===== src/hdl/rnss_pkg.sv =====
// ----------------------------------------------------------------------------
// rnss_pkg
// Shared types, constants and lookup functions for the radix number to
// seven-segment display block.
// ----------------------------------------------------------------------------
package rnss_pkg;

  // Payload widths fixed by the interface.
  localparam int unsigned NUMBER_W  = 32;
  localparam int unsigned RADIX_W   = 5;
  localparam int unsigned PATTERN_W = 8;
  localparam int unsigned POS_COUNT = 5;

  // Any magnitude that can be shown fits in this many bits (16^4 - 1).
  localparam int unsigned MAG_W       = 16;
  localparam int unsigned DIGIT_W     = 4;
  // The divider retires this many quotient bits per cycle.
  localparam int unsigned STEP_BITS   = 4;
  localparam int unsigned STEP_COUNT  = MAG_W / STEP_BITS;
  localparam int unsigned STEP_CNT_W  = $clog2(STEP_COUNT);

  localparam logic [RADIX_W-1:0]   RADIX_MIN  = 5'd2;
  localparam logic [RADIX_W-1:0]   RADIX_MAX  = 5'd16;
  localparam logic [2:0]           DIGITS_POS = 3'd4;
  localparam logic [2:0]           DIGITS_NEG = 3'd3;
  localparam logic [PATTERN_W-1:0] SEG_MINUS  = 8'h40;
  localparam logic [PATTERN_W-1:0] SEG_BLANK  = 8'h00;

  typedef struct packed {
    logic signed [NUMBER_W-1:0] number;
    logic        [RADIX_W-1:0]  radix;
  } in_t;

  typedef struct packed {
    logic [PATTERN_W-1:0] pattern_pos0;
    logic [PATTERN_W-1:0] pattern_pos1;
    logic [PATTERN_W-1:0] pattern_pos2;
    logic [PATTERN_W-1:0] pattern_pos3;
    logic [PATTERN_W-1:0] pattern_pos4;
    logic                 overflow_error;
  } out_t;

  // Request from the sequencer to the divider.
  typedef struct packed {
    logic               start;
    logic [MAG_W-1:0]   dividend;
    logic [RADIX_W-1:0] divisor;
  } div_req_t;

  // Result from the divider, valid while done is high.
  typedef struct packed {
    logic               done;
    logic [MAG_W-1:0]   quotient;
    logic [DIGIT_W-1:0] remainder;
  } div_rsp_t;

  typedef enum logic [1:0] {
    ST_IDLE,
    ST_DIVIDE,
    ST_OUTPUT
  } state_e;

  // Hexadecimal seven-segment table, bit0 top through bit6 center.
  function automatic logic [PATTERN_W-1:0] seg_pattern(input logic [DIGIT_W-1:0] digit);
    logic [PATTERN_W-1:0] seg;
    unique case (digit)
      4'h0: seg = 8'h3F;
      4'h1: seg = 8'h06;
      4'h2: seg = 8'h5B;
      4'h3: seg = 8'h4F;
      4'h4: seg = 8'h66;
      4'h5: seg = 8'h6D;
      4'h6: seg = 8'h7D;
      4'h7: seg = 8'h07;
      4'h8: seg = 8'h7F;
      4'h9: seg = 8'h6F;
      4'hA: seg = 8'h77;
      4'hB: seg = 8'h7C;
      4'hC: seg = 8'h39;
      4'hD: seg = 8'h5E;
      4'hE: seg = 8'h79;
      4'hF: seg = 8'h71;
      default: seg = SEG_BLANK;
    endcase
    return seg;
  endfunction

  // Display position of the n-th digit, least significant first.
  function automatic logic [2:0] digit_slot(input logic [1:0] idx);
    logic [2:0] slot;
    unique case (idx)
      2'd0: slot = 3'd4;
      2'd1: slot = 3'd3;
      2'd2: slot = 3'd1;
      2'd3: slot = 3'd0;
      default: slot = 3'd4;
    endcase
    return slot;
  endfunction

endpackage


===== src/hdl/rnss_divider.sv =====
// ----------------------------------------------------------------------------
// rnss_divider
// Iterative restoring divider: a 16-bit dividend by a 5-bit divisor, four
// quotient bits per cycle, result flagged by a one-cycle done pulse.
// ----------------------------------------------------------------------------
module rnss_divider (
  input  logic               clk_i,
  input  logic               rst_ni,
  input  rnss_pkg::div_req_t req_i,
  output rnss_pkg::div_rsp_t rsp_o
);

  logic                                busy_q, busy_d;
  logic                                done_q, done_d;
  logic [rnss_pkg::STEP_CNT_W-1:0]     cnt_q, cnt_d;
  logic [rnss_pkg::MAG_W-1:0]          quo_q, quo_d;
  logic [rnss_pkg::DIGIT_W-1:0]        rem_q, rem_d;
  logic [rnss_pkg::RADIX_W-1:0]        div_q, div_d;

  logic [rnss_pkg::MAG_W-1:0]          step_quo;
  logic [rnss_pkg::DIGIT_W-1:0]        step_rem;

  // Four restoring steps: the partial remainder stays below the divisor,
  // so it never needs more than four bits between steps.
  always_comb begin
    logic [rnss_pkg::DIGIT_W:0]   part;
    logic [rnss_pkg::MAG_W-1:0]   q;
    logic [rnss_pkg::DIGIT_W-1:0] r;
    q = quo_q;
    r = rem_q;
    for (int i = 0; i < int'(rnss_pkg::STEP_BITS); i++) begin
      part = {r, q[rnss_pkg::MAG_W-1]};
      q    = {q[rnss_pkg::MAG_W-2:0], 1'b0};
      if (part >= div_q) begin
        part = part - div_q;
        q[0] = 1'b1;
      end
      r = part[rnss_pkg::DIGIT_W-1:0];
    end
    step_quo = q;
    step_rem = r;
  end

  always_comb begin
    busy_d = busy_q;
    done_d = 1'b0;
    cnt_d  = cnt_q;
    quo_d  = quo_q;
    rem_d  = rem_q;
    div_d  = div_q;
    if (req_i.start) begin
      busy_d = 1'b1;
      cnt_d  = '0;
      quo_d  = req_i.dividend;
      rem_d  = '0;
      div_d  = req_i.divisor;
    end else if (busy_q) begin
      quo_d = step_quo;
      rem_d = step_rem;
      cnt_d = cnt_q + 1'b1;
      if (cnt_q == rnss_pkg::STEP_CNT_W'(rnss_pkg::STEP_COUNT - 1)) begin
        busy_d = 1'b0;
        done_d = 1'b1;
      end
    end
  end

  always_ff @(posedge clk_i or negedge rst_ni) begin
    if (!rst_ni) begin
      busy_q <= 1'b0;
      done_q <= 1'b0;
      cnt_q  <= '0;
    end else begin
      busy_q <= busy_d;
      done_q <= done_d;
      cnt_q  <= cnt_d;
    end
  end

  always_ff @(posedge clk_i) begin
    quo_q <= quo_d;
    rem_q <= rem_d;
    div_q <= div_d;
  end

  assign rsp_o.done      = done_q;
  assign rsp_o.quotient  = quo_q;
  assign rsp_o.remainder = rem_q;

endmodule


===== src/hdl/radix_number_to_seven_segment.sv =====
// ----------------------------------------------------------------------------
// radix_number_to_seven_segment
// Converts a signed 32-bit number to seven-segment patterns for a
// five-position display in a radix from 2 to 16.
// ----------------------------------------------------------------------------
// Sequence: zero, a bad radix or an obvious overflow goes from idle straight
// to the output state; otherwise one division runs per digit, up to 4 digits.
// Throughput: one transaction at a time; the next is taken the cycle after
// the result transaction completes. The shared divider, which works out one
// digit per division, sets the pace.
// Reset: asynchronous, active low; the block returns to idle with no result.
// ----------------------------------------------------------------------------
module radix_number_to_seven_segment (
  input  logic          clk_i,
  input  logic          rst_ni,
  input  logic          in_valid_i,
  output logic          in_stall_o,
  input  rnss_pkg::in_t in_i,
  output logic          out_valid_o,
  input  logic          out_stall_i,
  output rnss_pkg::out_t out_o
);

  rnss_pkg::state_e state_q, state_d;

  // Sequencer registers. The count is the number of digits drawn so far.
  logic [2:0]                      count_q, count_d;
  logic                            neg_q, neg_d;
  logic                            err_q, err_d;
  logic [rnss_pkg::RADIX_W-1:0]    radix_q, radix_d;
  logic [rnss_pkg::PATTERN_W-1:0]  pat_q [rnss_pkg::POS_COUNT];
  logic [rnss_pkg::PATTERN_W-1:0]  pat_d [rnss_pkg::POS_COUNT];

  rnss_pkg::div_req_t div_req;
  rnss_pkg::div_rsp_t div_rsp;

  logic                             in_accept;
  logic [rnss_pkg::NUMBER_W-1:0]    raw;
  logic                             neg_in;
  logic [rnss_pkg::NUMBER_W-1:0]    mag_in;
  logic                             radix_bad;
  logic                             early_err;
  logic                             early_zero;
  logic [2:0]                       count_next;
  logic [2:0]                       digit_limit;
  logic                             quot_zero;
  logic                             digits_full;

  // The input transaction is taken only in idle; a result waiting in the
  // output stage holds the input side off until it has been delivered.
  assign in_accept = in_valid_i && !in_stall_o;

  // Sign and magnitude of the incoming number. The magnitude of the most
  // negative number comes out as 2^31, which the early check rejects.
  assign raw    = rnss_pkg::NUMBER_W'(in_i.number);
  assign neg_in = raw[rnss_pkg::NUMBER_W-1];
  assign mag_in = neg_in ? (rnss_pkg::NUMBER_W'(0) - raw) : raw;

  assign radix_bad = (in_i.radix < rnss_pkg::RADIX_MIN) || (in_i.radix > rnss_pkg::RADIX_MAX);

  // Every displayable magnitude is below 16^4, so anything with upper bits
  // set overflows whatever the radix. Smaller values are settled digit by
  // digit: a quotient still nonzero after the last digit slot is an overflow.
  assign early_err  = radix_bad || (mag_in[rnss_pkg::NUMBER_W-1:rnss_pkg::MAG_W] != '0);
  assign early_zero = (mag_in == '0);

  assign count_next  = count_q + 3'd1;
  assign digit_limit = neg_q ? rnss_pkg::DIGITS_NEG : rnss_pkg::DIGITS_POS;
  assign quot_zero   = (div_rsp.quotient == '0);
  assign digits_full = (count_next == digit_limit);

  rnss_divider u_divider (
    .clk_i  (clk_i),
    .rst_ni (rst_ni),
    .req_i  (div_req),
    .rsp_o  (div_rsp)
  );

  // Next state.
  always_comb begin
    state_d = state_q;
    unique case (state_q)
      rnss_pkg::ST_IDLE: begin
        if (in_accept) begin
          if (early_err || early_zero) begin
            state_d = rnss_pkg::ST_OUTPUT;
          end else begin
            state_d = rnss_pkg::ST_DIVIDE;
          end
        end
      end
      rnss_pkg::ST_DIVIDE: begin
        if (div_rsp.done && (quot_zero || digits_full)) begin
          state_d = rnss_pkg::ST_OUTPUT;
        end
      end
      rnss_pkg::ST_OUTPUT: begin
        if (!out_stall_i) begin
          state_d = rnss_pkg::ST_IDLE;
        end
      end
      default: state_d = rnss_pkg::ST_IDLE;
    endcase
  end

  // Datapath and divider control.
  always_comb begin
    count_d = count_q;
    neg_d   = neg_q;
    err_d   = err_q;
    radix_d = radix_q;
    pat_d   = pat_q;
    div_req = '0;

    unique case (state_q)
      rnss_pkg::ST_IDLE: begin
        if (in_accept) begin
          count_d = '0;
          neg_d   = neg_in;
          radix_d = in_i.radix;
          err_d   = 1'b0;
          for (int i = 0; i < int'(rnss_pkg::POS_COUNT); i++) begin
            pat_d[i] = rnss_pkg::SEG_BLANK;
          end
          if (early_err) begin
            err_d = 1'b1;
            for (int i = 0; i < int'(rnss_pkg::POS_COUNT); i++) begin
              pat_d[i] = rnss_pkg::SEG_MINUS;
            end
            pat_d[2] = rnss_pkg::SEG_BLANK;
          end else if (!early_zero) begin
            div_req.start    = 1'b1;
            div_req.dividend = mag_in[rnss_pkg::MAG_W-1:0];
            div_req.divisor  = in_i.radix;
          end
        end
      end
      rnss_pkg::ST_DIVIDE: begin
        if (div_rsp.done) begin
          // The remainder is the next digit; the quotient carries on.
          pat_d[rnss_pkg::digit_slot(count_q[1:0])] = rnss_pkg::seg_pattern(div_rsp.remainder);
          count_d = count_next;
          if (quot_zero) begin
            // A negative value never uses more than three digits, so the
            // sign always finds a free slot left of the top digit.
            if (neg_q) begin
              pat_d[rnss_pkg::digit_slot(count_next[1:0])] = rnss_pkg::SEG_MINUS;
            end
          end else if (digits_full) begin
            err_d = 1'b1;
            for (int i = 0; i < int'(rnss_pkg::POS_COUNT); i++) begin
              pat_d[i] = rnss_pkg::SEG_MINUS;
            end
            pat_d[2] = rnss_pkg::SEG_BLANK;
          end else begin
            div_req.start    = 1'b1;
            div_req.dividend = div_rsp.quotient;
            div_req.divisor  = radix_q;
          end
        end
      end
      rnss_pkg::ST_OUTPUT: begin
      end
      default: begin
      end
    endcase
  end

  always_ff @(posedge clk_i or negedge rst_ni) begin
    if (!rst_ni) begin
      state_q <= rnss_pkg::ST_IDLE;
      count_q <= '0;
    end else begin
      state_q <= state_d;
      count_q <= count_d;
    end
  end

  always_ff @(posedge clk_i) begin
    neg_q   <= neg_d;
    err_q   <= err_d;
    radix_q <= radix_d;
    pat_q   <= pat_d;
  end

  assign in_stall_o  = (state_q != rnss_pkg::ST_IDLE);
  assign out_valid_o = (state_q == rnss_pkg::ST_OUTPUT);

  assign out_o.pattern_pos0   = pat_q[0];
  assign out_o.pattern_pos1   = pat_q[1];
  assign out_o.pattern_pos2   = pat_q[2];
  assign out_o.pattern_pos3   = pat_q[3];
  assign out_o.pattern_pos4   = pat_q[4];
  assign out_o.overflow_error = err_q;

endmodule

===== config.mk =====
export PLATFORM = sky130hd
export DESIGN_NAME = radix_number_to_seven_segment
export DESIGN_NICKNAME = d
export VERILOG_FILES = /design/src/hdl/rnss_pkg.sv /design/src/hdl/rnss_divider.sv /design/src/hdl/radix_number_to_seven_segment.sv
export SDC_FILE = /design/constraint.sdc
export NUM_CORES = 1
export LEC_CHECK = 0
export BUFFER_PORTS_ARGS = -buffer_cell sky130_fd_sc_hd__buf_2
export CELL_PAD_IN_SITES_DETAIL_PLACEMENT = 1
export CELL_PAD_IN_SITES_GLOBAL_PLACEMENT = 2
export CORE_MARGIN = 2
export CORE_UTILIZATION = 39
export DETAILED_ROUTE_END_ITERATION = 10
export PLACE_DENSITY_LB_ADDON = 0.12
export SETUP_SLACK_MARGIN = 0.3
export SLEW_MARGIN = 20
export SYNTH_ARGS = -nofsm -noshare
export SYNTH_HDL_FRONTEND = slang
export SYNTH_SLANG_ARGS = --single-unit

===== constraint.sdc =====
create_clock -name clk_i -period 13.2 [get_ports clk_i]
set_input_delay 0 -clock clk_i [delete_from_list [all_inputs] [get_ports clk_i]]
set_output_delay 0 -clock clk_i [all_outputs]
set_load 0.01 [all_outputs]

Word-level counts from Yosys, hierarchy flattened. Memory sizes are Yosys's and may differ from the RTL's. A register that Yosys moved wholly into a read port is not among the register bits. Index checks and enable logic that the tools add are counted.

Add/subtract/negate cells: 7. $lt $le $gt $ge: 10. Equality and inequality tests: 17. Muxes and demuxes: 65. Bitwise gates (word level): 5. Reductions and logical operators: 23.

Operators by type and width (count): 2-to-1 mux 40 bit (5); 2-to-1 mux 22 bit (6); case mux 40 bit (2 select lines) (1); demux 8 bit (select 3 bit) (2); case mux 22 bit (2 select lines) (1); bitwise mux 40 bit (1); 2-to-1 mux 39 bit (1); bitwise AND 35 bit (1); inverter 35 bit (1); zero test 32 bit (1); 2-to-1 mux 16 bit (2); 2-to-1 mux 32 bit (1); 2-to-1 mux 8 bit (4); subtractor 1 x 32 -> 32 bit, first input constant (1); 2-to-1 mux 3 bit (9); 2-to-1 mux 4 bit (6); case mux 3 bit (4 select lines) (2); greater-or-equal comparator 5 bit (4); zero test 16 bit (1); nonzero test 16 bit (1); subtractor 4 bit (4); 2-to-1 mux 1 bit (15); == test 2 bit, second input constant (6); 2-to-1 mux 2 bit (6); 24 further kinds (45).

Flip-flop bits (word level): 81. Bits in read-only memories: 112. Input bits: 41. Output and inout bits: 43. Word-level logic and storage cells: 144. Memories: 1.

Memories: (name not given) (words 16, bits a word 7, rd ports 1, clocked after memory_dff 1, write ports 0, line rnss_pkg.sv:66) `unique case (digit)`.

Longest topological paths before layout. Gate-level depths: netlist of run 1.

Depth after elaboration: 18. Mapped depth: 33. Mapped depth without buffers: 33.

Cells and area by module. From an unflattened synthesis of run 1, not the netlist that was laid out.

Cells, all modules: 664. Area total of the unflattened synthesis: 6273.5 µm².

By module, submodules not included: radix_number_to_seven_segment (instances 1, cells each 483, area each 4234.1 µm², sequential area each 1536.5 µm²); rnss_divider (instances 1, cells each 181, area each 2039.5 µm², sequential area each 810.8 µm²).

Worst setup path after synthesis of run 1. OpenSTA, ideal clock, no wires.

Kind: register to register. Start: register u_divider.div_q[1] in the netlist's numbering. End: register with a tool-made name. Setup time: 0.125 ns. Arrival: 6.171 ns. Required time: 13.075 ns. Setup slack: 6.904 ns. Stages on the path, launching flop included: 30. Buffers on the path: 0. Clock period less this slack: 6.296 ns. Cell sequence: edfxtp_1 inv_1 ha_1 nand2_1 o21ai_0 a21o_1 a21o_1 mux2_2 ha_1 a21oi_1 o21ai_0 a41o_1 nor2_1 inv_1 ha_1 a311o_1 o21ai_0 mux2_2 inv_1 ha_1 a311o_1 o221ai_1 a21oi_1 a21oi_1 nand3_1 inv_1 ha_1 mux2i_1 a32oi_1 o22ai_1.

RTL lines: start: declaration (line rnss_divider.sv:18) `logic [rnss_pkg::RADIX_W-1:0] div_q, div_d;`; start signal: assignment (line rnss_divider.sv:83) `div_q <= div_d;`.

==> Flow_metrics.wiki, run 1 <==
{| class="wikitable"
! Metric !! Value
|-
| Run status || finished clean
|-
| Post-synthesis to final-layout area growth || 15.5%
|-
| Post-detailed-placement half-perimeter wirelength || 14000 µm
|-
| Largest fanout on the critical path || 9
|-
| Maximum VDD drop || 0.0785 mV
|-
| CP Class || reg -> reg
|-
| Power density over the cells || 177 mW/mm²
|-
| Clock Tree Root || sky130_fd_sc_hd__clkbuf_16
|-
| Post-Syn Area per Cell || 9.43 µm²
|-
| Worst Max-Slew Pin Slew || 0.827 ns
|-
| Count of pins over their slew limit || 0
|-
| Initial Utilization || 39.4%
|-
| Post-cts sizing count || 0
|-
| Setup Fix Bufs, Post-CTS || 0
|-
| Initial antenna violation count || 0
|-
| Worst Hold Slack || 0.0466 ns
|-
| Clock transition at the registers of the reported paths || 0.07 ns
|-
| Number of nets in the finished design || 810
|-
| Required time at the endpoint of the critical path || 13.43 ns
|-
| CTS Buf Count || 9
|-
| Minimum period implied by the final worst setup slack || 7.43 ns
|-
| Number of standard cells in the final layout excluding fillers || 951
|-
| Async set-or-reset flop fraction in the synthesized netlist || 10.2%
|-
| Core Footprint || 0.0157 mm²
|-
| Simple logic cell fraction of the synthesized area || 19.1%
|-
| Synth warn || 0
|-
| Largest family of logic cells by synthesized area || simple AND/OR/NAND/NOR gates
|-
| Number of global-route vias before repair || 5427
|-
| Endpoints failing hold || 0
|-
| Die Width || 130 µm
|-
| Slowest cell on the critical path || sky130_fd_sc_hd__a21boi_1
|-
| Endpoint arrival time on the critical path || 7.66 ns
|-
| Placer's final routability congestion estimate || 0.911
|-
| Number of vias per cell after detailed routing || 5.60
|-
| Count of pins on the block boundary || 84
|-
| Achievable clock frequency || 0.135 GHz
|-
| Proportion of layout cells with a drive suffix above 1 || 15.8%
|-
| Most frequent standard cell in the layout excluding fill and tap cells || sky130_fd_sc_hd__buf_2
|-
| Setup clock skew after layout || 0.00882 ns
|-
| Number of sinks on the clock net || 88
|-
| Router iterations before antenna repair || 4
|-
| Number of placed instances with taps included || 928
|-
| Port bufs || 83
|-
| Xor and xnor fraction of the mapped netlist area || 3.53%
|-
| CTS tree || built
|-
| Clock insertion delay at the later pin of the skew report || 0.35 ns
|-
| Global router's overall resource usage || 21.8%
|-
| DRC || 0
|-
| Adder-Cell Fraction of Synth Area || 8.36%
|-
| Worst path top cell family by delay || compound AO/OA/AOI/OAI gates
|-
| Sequential area share after synthesis || 40.2%
|-
| Startpoint class of the critical path || register
|-
| Most prevalent standard cell on the critical path || sky130_fd_sc_hd__ha_1
|-
| Syn_nets || 737
|-
| Syn Std Cell Area || 0.00619 mm²
|-
| Worst setup EP type || register
|-
| Final setup viols || 0
|-
| Height of the die || 130 µm
|-
| Synthesized-area fraction occupied by ao, oa, aoi and oai cells || 16.6%
|-
| Final routed wire length divided by cell count || 19.2 µm
|-
| Maximum cell stage delay along the critical path || 0.54 ns
|-
| Number of enable-type register cells in the synthesized netlist || 68
|-
| Tightest slew margin relative to the limit || 44.4%
|-
| Number of antenna cells inserted || 0
|-
| H-tree level count || 3
|-
| DRC violation total after the first TritonRoute iteration || 407
|-
| Leakage power of the design || 2.97 nW
|-
| Top library cells by usage in the layout, fill and taps aside || sky130_fd_sc_hd__buf_2 (83), sky130_fd_sc_hd__edfxtp_1 (68), sky130_fd_sc_hd__nor2_1 (62)
|-
| Row count || 46
|-
| Longest Clk Path Bufs || 2
|-
| Number of cells produced by synthesis || 657
|-
| Final worst-path cycle share || 56.3%
|-
| Flip-flop and latch count after synthesis || 88
|-
| Buffer and inverter count on the worst path || 1
|-
| Prevailing post-synth register cell || sky130_fd_sc_hd__edfxtp_1
|-
| Number of library cell types mapped by synthesis || 73
|-
| Share of cell area taken by muxes after synthesis || 7.51%
|-
| Number of vias after detailed routing || 5326
|-
| Die Footprint || 0.0169 mm²
|-
| Antenna viol nets, final || 0
|-
| Unrepaired setup endpoints after global routing || no
|-
| Final wirelength || 18200 µm
|-
| Final core utilization || 45.5%
|-
| GR Overflow Total || 0
|-
| Accumulated negative setup slack || 0 ns
|-
| Number of max-capacitance violations reported || 0
|-
| Min-Delay Path Class || in -> async
|-
| First-pass GRT wire length || 28900 µm
|-
| Pin count of the biggest net entering global routing || 42
|}
==> logic make-up after synthesis <==
| family | count (synthesis) |
|---|---|
| simple gates | 234 |
| compound gates | 152 |
| flops | 88 |
| buf+inv | 73 |
| mux | 46 |
| fa+ha+maj | 39 |
| xor+xnor | 25 |
==> synth_stat cells (all sizes together) (6+ instances only) <==
cell type   n  area, µm²
a211oi      7       52.6
a21o       10       75.1
a21oi      34        170
a31oi      10       62.6
and3        6       37.5
and4        7       61.3
buf        13       63.8
clkbuf     19       71.3
dfrtp       9        225
dfxtp      11        220
edfxtp     68       2040
ha         35        438
inv        41        156
mux2i      42        420
nand2      58        218
nand2b      8       50.1
nand3      12       60.1
nor2       62        233
nor2b      14       87.6
nor3       18       90.1
nor4       13       81.3
o21ai      28        140
o31ai       6       45.0
or4         6       45.0
xnor2       7       61.3
xor2       18        158
==> worst register-to-register path, stage by stage, from the launching register on <==
cell and delay, ns:
sky130_fd_sc_hd__edfxtp_1 0.49, sky130_fd_sc_hd__inv_1 0.20, sky130_fd_sc_hd__ha_1 0.34, sky130_fd_sc_hd__nand2_1 0.05, sky130_fd_sc_hd__o21ai_0 0.30, sky130_fd_sc_hd__a21o_1 0.17, sky130_fd_sc_hd__a21o_1 0.19, sky130_fd_sc_hd__mux2_2 0.38
sky130_fd_sc_hd__ha_1 0.34, sky130_fd_sc_hd__a21oi_1 0.14, sky130_fd_sc_hd__o21ai_0 0.15, sky130_fd_sc_hd__a21boi_1 0.54, sky130_fd_sc_hd__o21ai_0 0.25, sky130_fd_sc_hd__ha_1 0.26, sky130_fd_sc_hd__a311o_1 0.37, sky130_fd_sc_hd__o21a_1 0.25
sky130_fd_sc_hd__o31ai_1 0.51, sky130_fd_sc_hd__nor2_1 0.12, sky130_fd_sc_hd__ha_1 0.32, sky130_fd_sc_hd__or3_1 0.38, sky130_fd_sc_hd__o221ai_1 0.15, sky130_fd_sc_hd__nand2_1 0.12, sky130_fd_sc_hd__a22oi_1 0.34, sky130_fd_sc_hd__nand2b_1 0.27
sky130_fd_sc_hd__ha_1 0.27, sky130_fd_sc_hd__mux2i_1 0.10, sky130_fd_sc_hd__o32a_1 0.30
==> flip-flops by register name, summed over array words and instances, names as in the netlist, 2 cells and up, named ones only <==
| register | cells |
|---|---|
| count_q | 3 |
| out_o | 40 |
| radix_q | 5 |
| state_q | 2 |
| u_divider.cnt_q | 2 |
| u_divider.div_q | 5 |
| u_divider.quo_q | 16 |
| u_divider.rem_q | 4 |
==> layout make-up <==
class	instances	area, µm²
timing repair buffer	94	515
inverter	41	156
sequential	88	2490
multi-input combinational	496	3430
tap	216	270
clock inverter	7	70.1
fill	1847	8560
clock buffer	9	225
==> worst paths after layout <==
check	to	startpoint	slack [ns]	cells past startpoint
worst max-delay path	register	u_divider.div_q[1]	5.77	26
worst min-delay path	count_q[2]	rst_ni	0.05	2
worst max register to register	register	u_divider.div_q[1]	5.77	26
worst min register to register	u_divider.div_q[4]	radix_q[4]	0.53	2
max in group asynchronous	u_divider.busy_q	rst_ni	12.96	2
min in group clk_i	count_q[2]	in_valid_i	0.05	4
==> report_power, final <==
part           switching, mW  total [mW]  leakage (nW)  internal (mW)
clock network          0.123       0.257         0.144          0.134
registers             0.0389       0.375         0.841          0.336
logic                  0.375       0.633          1.99          0.258
==> metal layers <==
metal	wire, µm	share of wire, %	vias up	track usage [%]
met5	0	0	-	0
met4	291	1.6	0	6.26
met3	551	3.0	21	3.20
met2	8630	47	108	35.8
met1	8760	48	2616	30.1
li1	-	-	2581	-
==> stage by stage <==
stage	area, µm²	power [mW]	setup WS, ns
after global routing	7150	1.36	5.12
final	7150	1.26	5.77
after detailed placement	6790	1.01	5.88
after floorplan	6190	0.826	6.90
after global placement	6790	0.990	6.12
after CTS	7150	1.27	5.83
==> repair_timing <==
action	in CTS	in global routing
endpoints found under the setup margin	0	0
hold buffers	7	0
endpoints found under the hold margin	15	0
No activity file was read; power rests on OpenSTA's default activity.
==> run 2: changes to the inputs <==
- CORE_UTILIZATION: 39 -> 33
- clock period: 13.2 -> 6.15 ns (I/O delays scaled with it)
==> Flow_metrics.wiki, run 2 (synthesis gave the netlist of run 1 again) <==
{| class="wikitable"
! Metric !! Value
|-
| Clock Tree Root || sky130_fd_sc_hd__clkbuf_16
|-
| Endpoint arrival time on the critical path || 6.25 ns (-1.41 ns)
|-
| Global router's overall resource usage || 20.1% (-1.7 points)
|-
| Final worst-path cycle share || 97.8% (+41 points)
|-
| Min setup slack post-route || 0.138 ns (-5.63 ns)
|-
| Number of placed instances with taps included || 971 (+4.6%)
|-
| Number of nets in the finished design || 863 (+6.5%)
|-
| H-tree level count || 3 (unchanged)
|-
| Number of vias after detailed routing || 5567 (+4.5%)
|-
| Combinational cell fraction of total power || 62.9% (+13 points)
|-
| Reg-to-reg critical path startpoint || u_divider.div_q[0]
|-
| Worst R2R Setup Slack || 0.14 ns (-5.63 ns)
|-
| Worst setup EP type || register
|-
| Number of vias per cell after detailed routing || 5.45 (-2.7%)
|-
| Count of pins over their slew limit || 0 (unchanged)
|-
| Proportion of layout cells with a drive suffix above 1 || 28.8% (+13 points)
|-
| Clock insertion delay at the later pin of the skew report || 0.35 ns (about the same)
|-
| Count of pins on the block boundary || 84 (unchanged)
|-
| Antenna viol nets, final || 0 (unchanged)
|-
| Initial Utilization || 33.3% (-6.1 points)
|-
| CTS Buf Count || 9 (unchanged)
|-
| Largest fanout on the critical path || 6 (-3)
|-
| Required time at the endpoint of the critical path || 6.39 ns (-7.04 ns)
|-
| Accumulated negative setup slack || 0 ns (unchanged)
|-
| Top library cells by usage in the layout, fill and taps aside || sky130_fd_sc_hd__buf_2 (83), sky130_fd_sc_hd__edfxtp_1 (68), sky130_fd_sc_hd__nor2_1 (59)
|-
| Die Width || 141 µm (+8.4%)
|-
| Die Footprint || 0.0199 mm² (+18%)
|-
| Port bufs || 83 (unchanged)
|-
| Relative contribution of sequential cells to total power || 22.1% (-7.6 points)
|-
| Power density over the cells || 455 mW/mm² (+160%)
|-
| Sw power || 1.49 mW (+180%)
|-
| Achievable clock frequency || 0.166 GHz (+24%)
|-
| Portion of total power attributed to the clock network || 15.0% (-5.3 points)
|-
| Slowest cell on the critical path || sky130_fd_sc_hd__a311o_1
|-
| Height of the die || 141 µm (+8.4%)
|-
| Worst Max-Slew Pin Slew || 0.812 ns (-0.0150 ns)
|-
| Worst Hold Slack || 0.0364 ns (-0.0102 ns)
|-
| Final routed wire length divided by cell count || 19.5 µm (+1.4%)
|-
| Unrepaired setup endpoints after global routing || yes
|-
| Initial antenna violation count || 0 (unchanged)
|-
| Leakage power of the design || 3.28 nW (+10%)
|-
| Switching part of the total power || 41.1% (-1.3 points)
|-
| GR Overflow Total || 0 (unchanged)
|-
| Pin count of the biggest net entering global routing || 42 (unchanged)
|-
| Placer's final routability congestion estimate || 0.881 (-3.3%)
|-
| Post-Place Cell Area || 0.00707 mm² (+4.2%)
|-
| Internal Pwr Total || 2.14 mW (+190%)
|-
| Router iterations before antenna repair || 4 (unchanged)
|-
| Most utilized layer in the global route result || met2
|-
| Number of antenna cells inserted || 0 (unchanged)
|-
| Run status || finished clean
|-
| First-pass GRT wire length || 31700 µm (+9.9%)
|-
| Met2 global-route usage || 35.1% (-0.66 points)
|-
| Power Total || 3.63 mW (+190%)
|-
| Final wirelength || 19900 µm (+9.0%)
|-
| Number of flip-flops under the largest register name || 40 (unchanged)
|-
| Core Footprint || 0.0186 mm² (+18%)
|-
| Clock transition at the registers of the reported paths || 0.07 ns (about the same)
|-
| Pre-CTS setup slack || -0.0437 ns (-5.93 ns)
|-
| Met1 usage || 26.5% (-3.6 points)
|-
| CP Class || reg -> reg
|-
| Final core utilization || 43.0% (-2.5 points)
|-
| Final setup viols || 0 (unchanged)
|-
| Tightest slew margin relative to the limit || 45.4% (+1.0 points)
|-
| Startpoint class of the critical path || register
|-
| Endpoints failing hold || 0 (unchanged)
|-
| DRC || 0 (unchanged)
|-
| Most frequent standard cell in the layout excluding fill and tap cells || sky130_fd_sc_hd__buf_2
|-
| Setup clock skew after layout || 0.0126 ns (+0.00374 ns)
|-
| Critical path launch point || u_divider.div_q[0]
|-
| Number of global-route vias before repair || 5763 (+6.2%)
|-
| Number of sinks on the clock net || 88 (unchanged)
|-
| Maximum VDD drop || 0.184 mV (+130%)
|-
| Number of standard cells in the final layout excluding fillers || 1022 (+7.5%)
|-
| Post-detailed-placement half-perimeter wirelength || 14500 µm (+3.2%)
|-
| Maximum cell stage delay along the critical path || 0.45 ns (-0.09 ns)
|-
| CTS tree || built
|-
| Post-synthesis to final-layout area growth || 28.9%
|-
| FILL cells || 2127 (+15%)
|-
| DRC violation total after the first TritonRoute iteration || 277 (-32%)
|-
| Post-layout instance area || 0.00799 mm² (+12%)
|-
| Grt met3 use || 2.72% (-0.48 points)
|-
| Minimum period implied by the final worst setup slack || 6.01 ns (-1.42 ns)
|-
| Row count || 50 (+8.7%)
|-
| Number of max-capacitance violations reported || 0 (unchanged)
|-
| Longest Clk Path Bufs || 2 (unchanged)
|-
| Cells on worst reg2reg path || 25 (-3.8%)
|-
| Min-Delay Path Class || in -> async
|}
==> run 2: cell types whose count changed in the layout (fill, tap and decap cells not counted), moves of 7 or more <==
cell	previous run	this run
sky130_fd_sc_hd__a21oi_1	33	23
sky130_fd_sc_hd__a21oi_2	0	7
sky130_fd_sc_hd__ha_4	0	12
sky130_fd_sc_hd__ha_1	35	20
sky130_fd_sc_hd__buf_4	4	54
==> run 2: final cells by class <==
cell class | count | area (µm²) | area share [%]
multi-input combinational | 496 | 3840 | 48.0
sequential | 88 | 2490 | 31.2
timing repair buffer | 147 | 925 | 11.6
tap | 234 | 293 | 3.67
clock buffer | 9 | 225 | 2.82
inverter | 41 | 156 | 1.96
clock inverter | 7 | 62.6 | 0.783
==> run 2: power groups by stage <==
| stage | registers, mW | logic, mW | clock network [mW] |
|---|---|---|---|
| after floorplan | 0.784 | 1.08 | 0 |
| after global placement | 0.815 | 1.58 | 0 |
| after global routing | 0.813 | 2.48 | 0.579 |
| after CTS | 0.806 | 1.97 | 0.557 |
| final | 0.804 | 2.29 | 0.543 |
| after detailed placement | 0.817 | 1.62 | 0 |
==> run 2: routing by layer <==
layer,part of all wire [%],up-vias
li1,-,2684
met1,45,2753
met2,50,105
met3,3.4,25
met4,1.5,0
met5,0,-
==> run 2: worst min path at each step <==
| stage | slack, ns | endpoint | cells past startpoint | startpoint |
|---|---|---|---|---|
| floorplan | -0.30 | count_q[0] | 0 | rst_ni |
| global placement | -0.14 | count_q[0] | 1 | rst_ni |
| detailed placement | -0.13 | count_q[1] | 1 | rst_ni |
| CTS | 0.02 | count_q[2] | 4 | in_valid_i |
| global route | 0.07 | u_divider.done_q | 2 | rst_ni |
| finish | 0.04 | count_q[2] | 2 | rst_ni |
==> run 2: worst max-delay path, delay by kind of cell, from the launching register on <==
kind                     cells  cell delay, ns
adder cells (fa/ha/maj)      4            1.09
flip-flops                   1            0.43
multiplexers                 2            0.47
buffers and inverters        2            0.26
AO/OA/AOI/OAI               12            2.78
AND/OR/NAND/NOR              5            0.86
==> run 2: timing repair <==
item / 4_1_cts / 5_1_grt
endpoints found under the hold margin: 15 / 0
hold buffers: 7 / 0
gates resized for setup: 48 / 22
setup endpoints to repair: 8 / 11
pin swaps: 29 / 22
setup buffers: 18 / 10
==> run 3: changes to the inputs <==
- CORE_UTILIZATION: 33 -> 34
- CTS_BUF_LIST: not set -> sky130_fd_sc_hd__clkbuf_8
==> Flow_metrics.wiki, run 3 (synthesis gave the netlist of run 1 again) <==
{| class="wikitable"
! Metric !! Value
|-
| Run status || finished clean
|-
| Count of pins on the block boundary || 84 (unchanged)
|-
| Worst Max-Slew Pin Slew || 0.786 ns (-0.0255 ns)
|-
| Proportion of layout cells with a drive suffix above 1 || 29.6% (+0.84 points)
|-
| Met2 global-route usage || 35.8% (+0.73 points)
|-
| Clock insertion delay at the later pin of the skew report || 0.38 ns (+0.03 ns)
|-
| Antenna viol nets, final || 0 (unchanged)
|-
| CP Class || reg -> reg
|-
| Longest Clk Path Bufs || 2 (unchanged)
|-
| Final setup viols || 0 (unchanged)
|-
| Initial antenna violation count || 0 (unchanged)
|-
| Worst setup EP type || register
|-
| Placer's final routability congestion estimate || 0.931 (+5.6%)
|-
| Number of flip-flops under the largest register name || 40 (unchanged)
|-
| Leakage power of the design || 3.25 nW (-0.99%)
|-
| Most utilized layer in the global route result || met2
|-
| Port bufs || 83 (unchanged)
|-
| CTS tree || built
|-
| Top library cells by usage in the layout, fill and taps aside || sky130_fd_sc_hd__buf_2 (83), sky130_fd_sc_hd__edfxtp_1 (68), sky130_fd_sc_hd__nor2_1 (57)
|-
| Met1 usage || 25.3% (-1.1 points)
|-
| Number of sinks on the clock net || 88 (unchanged)
|-
| Die Footprint || 0.0193 mm² (-2.9%)
|-
| Required time at the endpoint of the critical path || 6.42 ns (+0.03 ns)
|-
| Achievable clock frequency || 0.166 GHz (-0.45%)
|-
| Pin count of the biggest net entering global routing || 42 (unchanged)
|-
| Setup clock skew after layout || 0.0177 ns (+0.00519 ns)
|-
| Clock transition at the registers of the reported paths || 0.09 ns (+0.02 ns)
|-
| Endpoints failing hold || 0 (unchanged)
|-
| Critical path launch point || u_divider.div_q[2]
|-
| Router iterations before antenna repair || 4 (unchanged)
|-
| Number of antenna cells inserted || 0 (unchanged)
|-
| Endpoint arrival time on the critical path || 6.30 ns (+0.05 ns)
|-
| Reg-to-reg critical path startpoint || u_divider.div_q[2]
|-
| Maximum VDD drop || 0.227 mV (+24%)
|-
| Worst Hold Slack || 0.0235 ns (-0.0129 ns)
|-
| Maximum cell stage delay along the critical path || 0.39 ns (-0.06 ns)
|-
| Post-detailed-placement half-perimeter wirelength || 14600 µm (+0.70%)
|-
| Final wirelength || 19700 µm (-0.75%)
|-
| Global router's overall resource usage || 20.1% (-0.055 points)
|-
| Unrepaired setup endpoints after global routing || yes
|-
| DRC || 0 (unchanged)
|-
| Count of pins over their slew limit || 0 (unchanged)
|-
| Number of global-route vias before repair || 5863 (+1.7%)
|-
| Final routed wire length divided by cell count || 19.4 µm (about the same)
|-
| Die Width || 139 µm (-1.4%)
|-
| CTS Buf Count || 9 (unchanged)
|-
| H-tree level count || 3 (unchanged)
|-
| Tightest slew margin relative to the limit || 47.1% (+1.7 points)
|-
| Slowest cell on the critical path || sky130_fd_sc_hd__edfxtp_1
|-
| Initial Utilization || 34.6% (+1.3 points)
|-
| Most frequent standard cell in the layout excluding fill and tap cells || sky130_fd_sc_hd__buf_2
|-
| Number of standard cells in the final layout excluding fillers || 1015 (-0.68%)
|-
| Most prevalent standard cell on the critical path || sky130_fd_sc_hd__ha_4
|-
| Minimum period implied by the final worst setup slack || 6.04 ns (+0.0270 ns)
|-
| Number of nets in the finished design || 861 (-0.23%)
|-
| Largest fanout on the critical path || 7 (+1)
|-
| Number of vias per cell after detailed routing || 5.52 (+1.3%)
|-
| GR Overflow Total || 0 (unchanged)
|-
| Height of the die || 139 µm (-1.4%)
|-
| Row count || 49 (-2.0%)
|-
| Power density over the cells || 449 mW/mm² (-1.3%)
|-
| Min-Delay Path Class || in -> reg
|-
| DRC violation total after the first TritonRoute iteration || 273 (-1.4%)
|-
| Grt met3 use || 2.56% (-0.16 points)
|-
| Final worst-path cycle share || 98.2% (+0.44 points)
|-
| Post-synthesis to final-layout area growth || 27.5%
|-
| Core Footprint || 0.0179 mm² (-3.6%)
|-
| Worst R2R Setup Slack || 0.11 ns (-0.03 ns)
|-
| Number of max-capacitance violations reported || 0 (unchanged)
|-
| Startpoint class of the critical path || register
|-
| Accumulated negative setup slack || 0 ns (unchanged)
|-
| Clock Tree Root || sky130_fd_sc_hd__clkbuf_8
|-
| Cells on worst reg2reg path || 30 (+20%)
|-
| Number of vias after detailed routing || 5600 (+0.59%)
|-
| Number of placed instances with taps included || 964 (-0.72%)
|-
| First-pass GRT wire length || 31400 µm (-1.1%)
|-
| Power Total || 3.55 mW (-2.4%)
|}
==> run 3: layout make-up <==
| cell class | count | area [µm²] |
|---|---|---|
| Clock buffer | 9 | 124 |
| Clock inverter | 7 | 52.6 |
| Fill cell | 2048 | 10000 |
| Inverter | 41 | 159 |
| Multi-Input combinational cell | 496 | 3870 |
| Sequential cell | 88 | 2490 |
| Tap cell | 229 | 287 |
| Timing Repair Buffer | 145 | 918 |
==> run 3: power by group <==
part / total, mW / internal, mW / switching (mW)
clock: 0.387 / 0.151 / 0.235
combinational: 2.36 / 1.14 / 1.22
sequential: 0.802 / 0.721 / 0.0802
==> run 3: repair_timing <==
| action | CTS | global route |
|---|---|---|
| resized for setup | 44 | 37 |
| hold endpoints to repair | 15 | 0 |
| setup buffers | 13 | 15 |
| setup endpoints to repair | 9 | 9 |
| hold buffers | 7 | 0 |
| pin swaps | 11 | 24 |
==> run 3: worst min-delay path by stage <==
stage / end / slack (ns) / depth (start not counted) / start
finish: count_q[2] / 0.02 / 4 / in_valid_i
global route: state_q[0] / 0.04 / 2 / rst_ni
CTS: count_q[2] / 0.01 / 4 / in_valid_i
detailed placement: count_q[1] / -0.13 / 1 / rst_ni
global placement: count_q[1] / -0.13 / 1 / rst_ni
floorplan: count_q[0] / -0.30 / 0 / rst_ni
==> run 3: layer usage <==
metal / vias to the layer above / routed length, µm
met5: - / 0
met4: 0 / 335
met3: 24 / 465
li1: 2680 / -
met1: 2794 / 8850
met2: 102 / 10100
==> run 3: critical path: cells and delay by family, from the launching register on <==
family | cells | cell delay [ns]
AND/OR/NAND/NOR | 5 | 0.61
flip-flops | 1 | 0.39
buffers and inverters | 5 | 0.54
multiplexers | 3 | 0.72
adder cells (fa/ha/maj) | 5 | 1.17
AO/OA/AOI/OAI | 12 | 2.49
==> run 3: metrics by stage <==
stage	utilization (%)	worst slack (ns)	cell area (µm²)
after global placement	39.4	0.0981	7050
after global routing	44.1	-0.104	7900
after detailed placement	39.4	-0.0770	7050
after floorplan	-	0.304	6270
final	44.1	0.111	7900
after CTS	42.4	0.305	7590
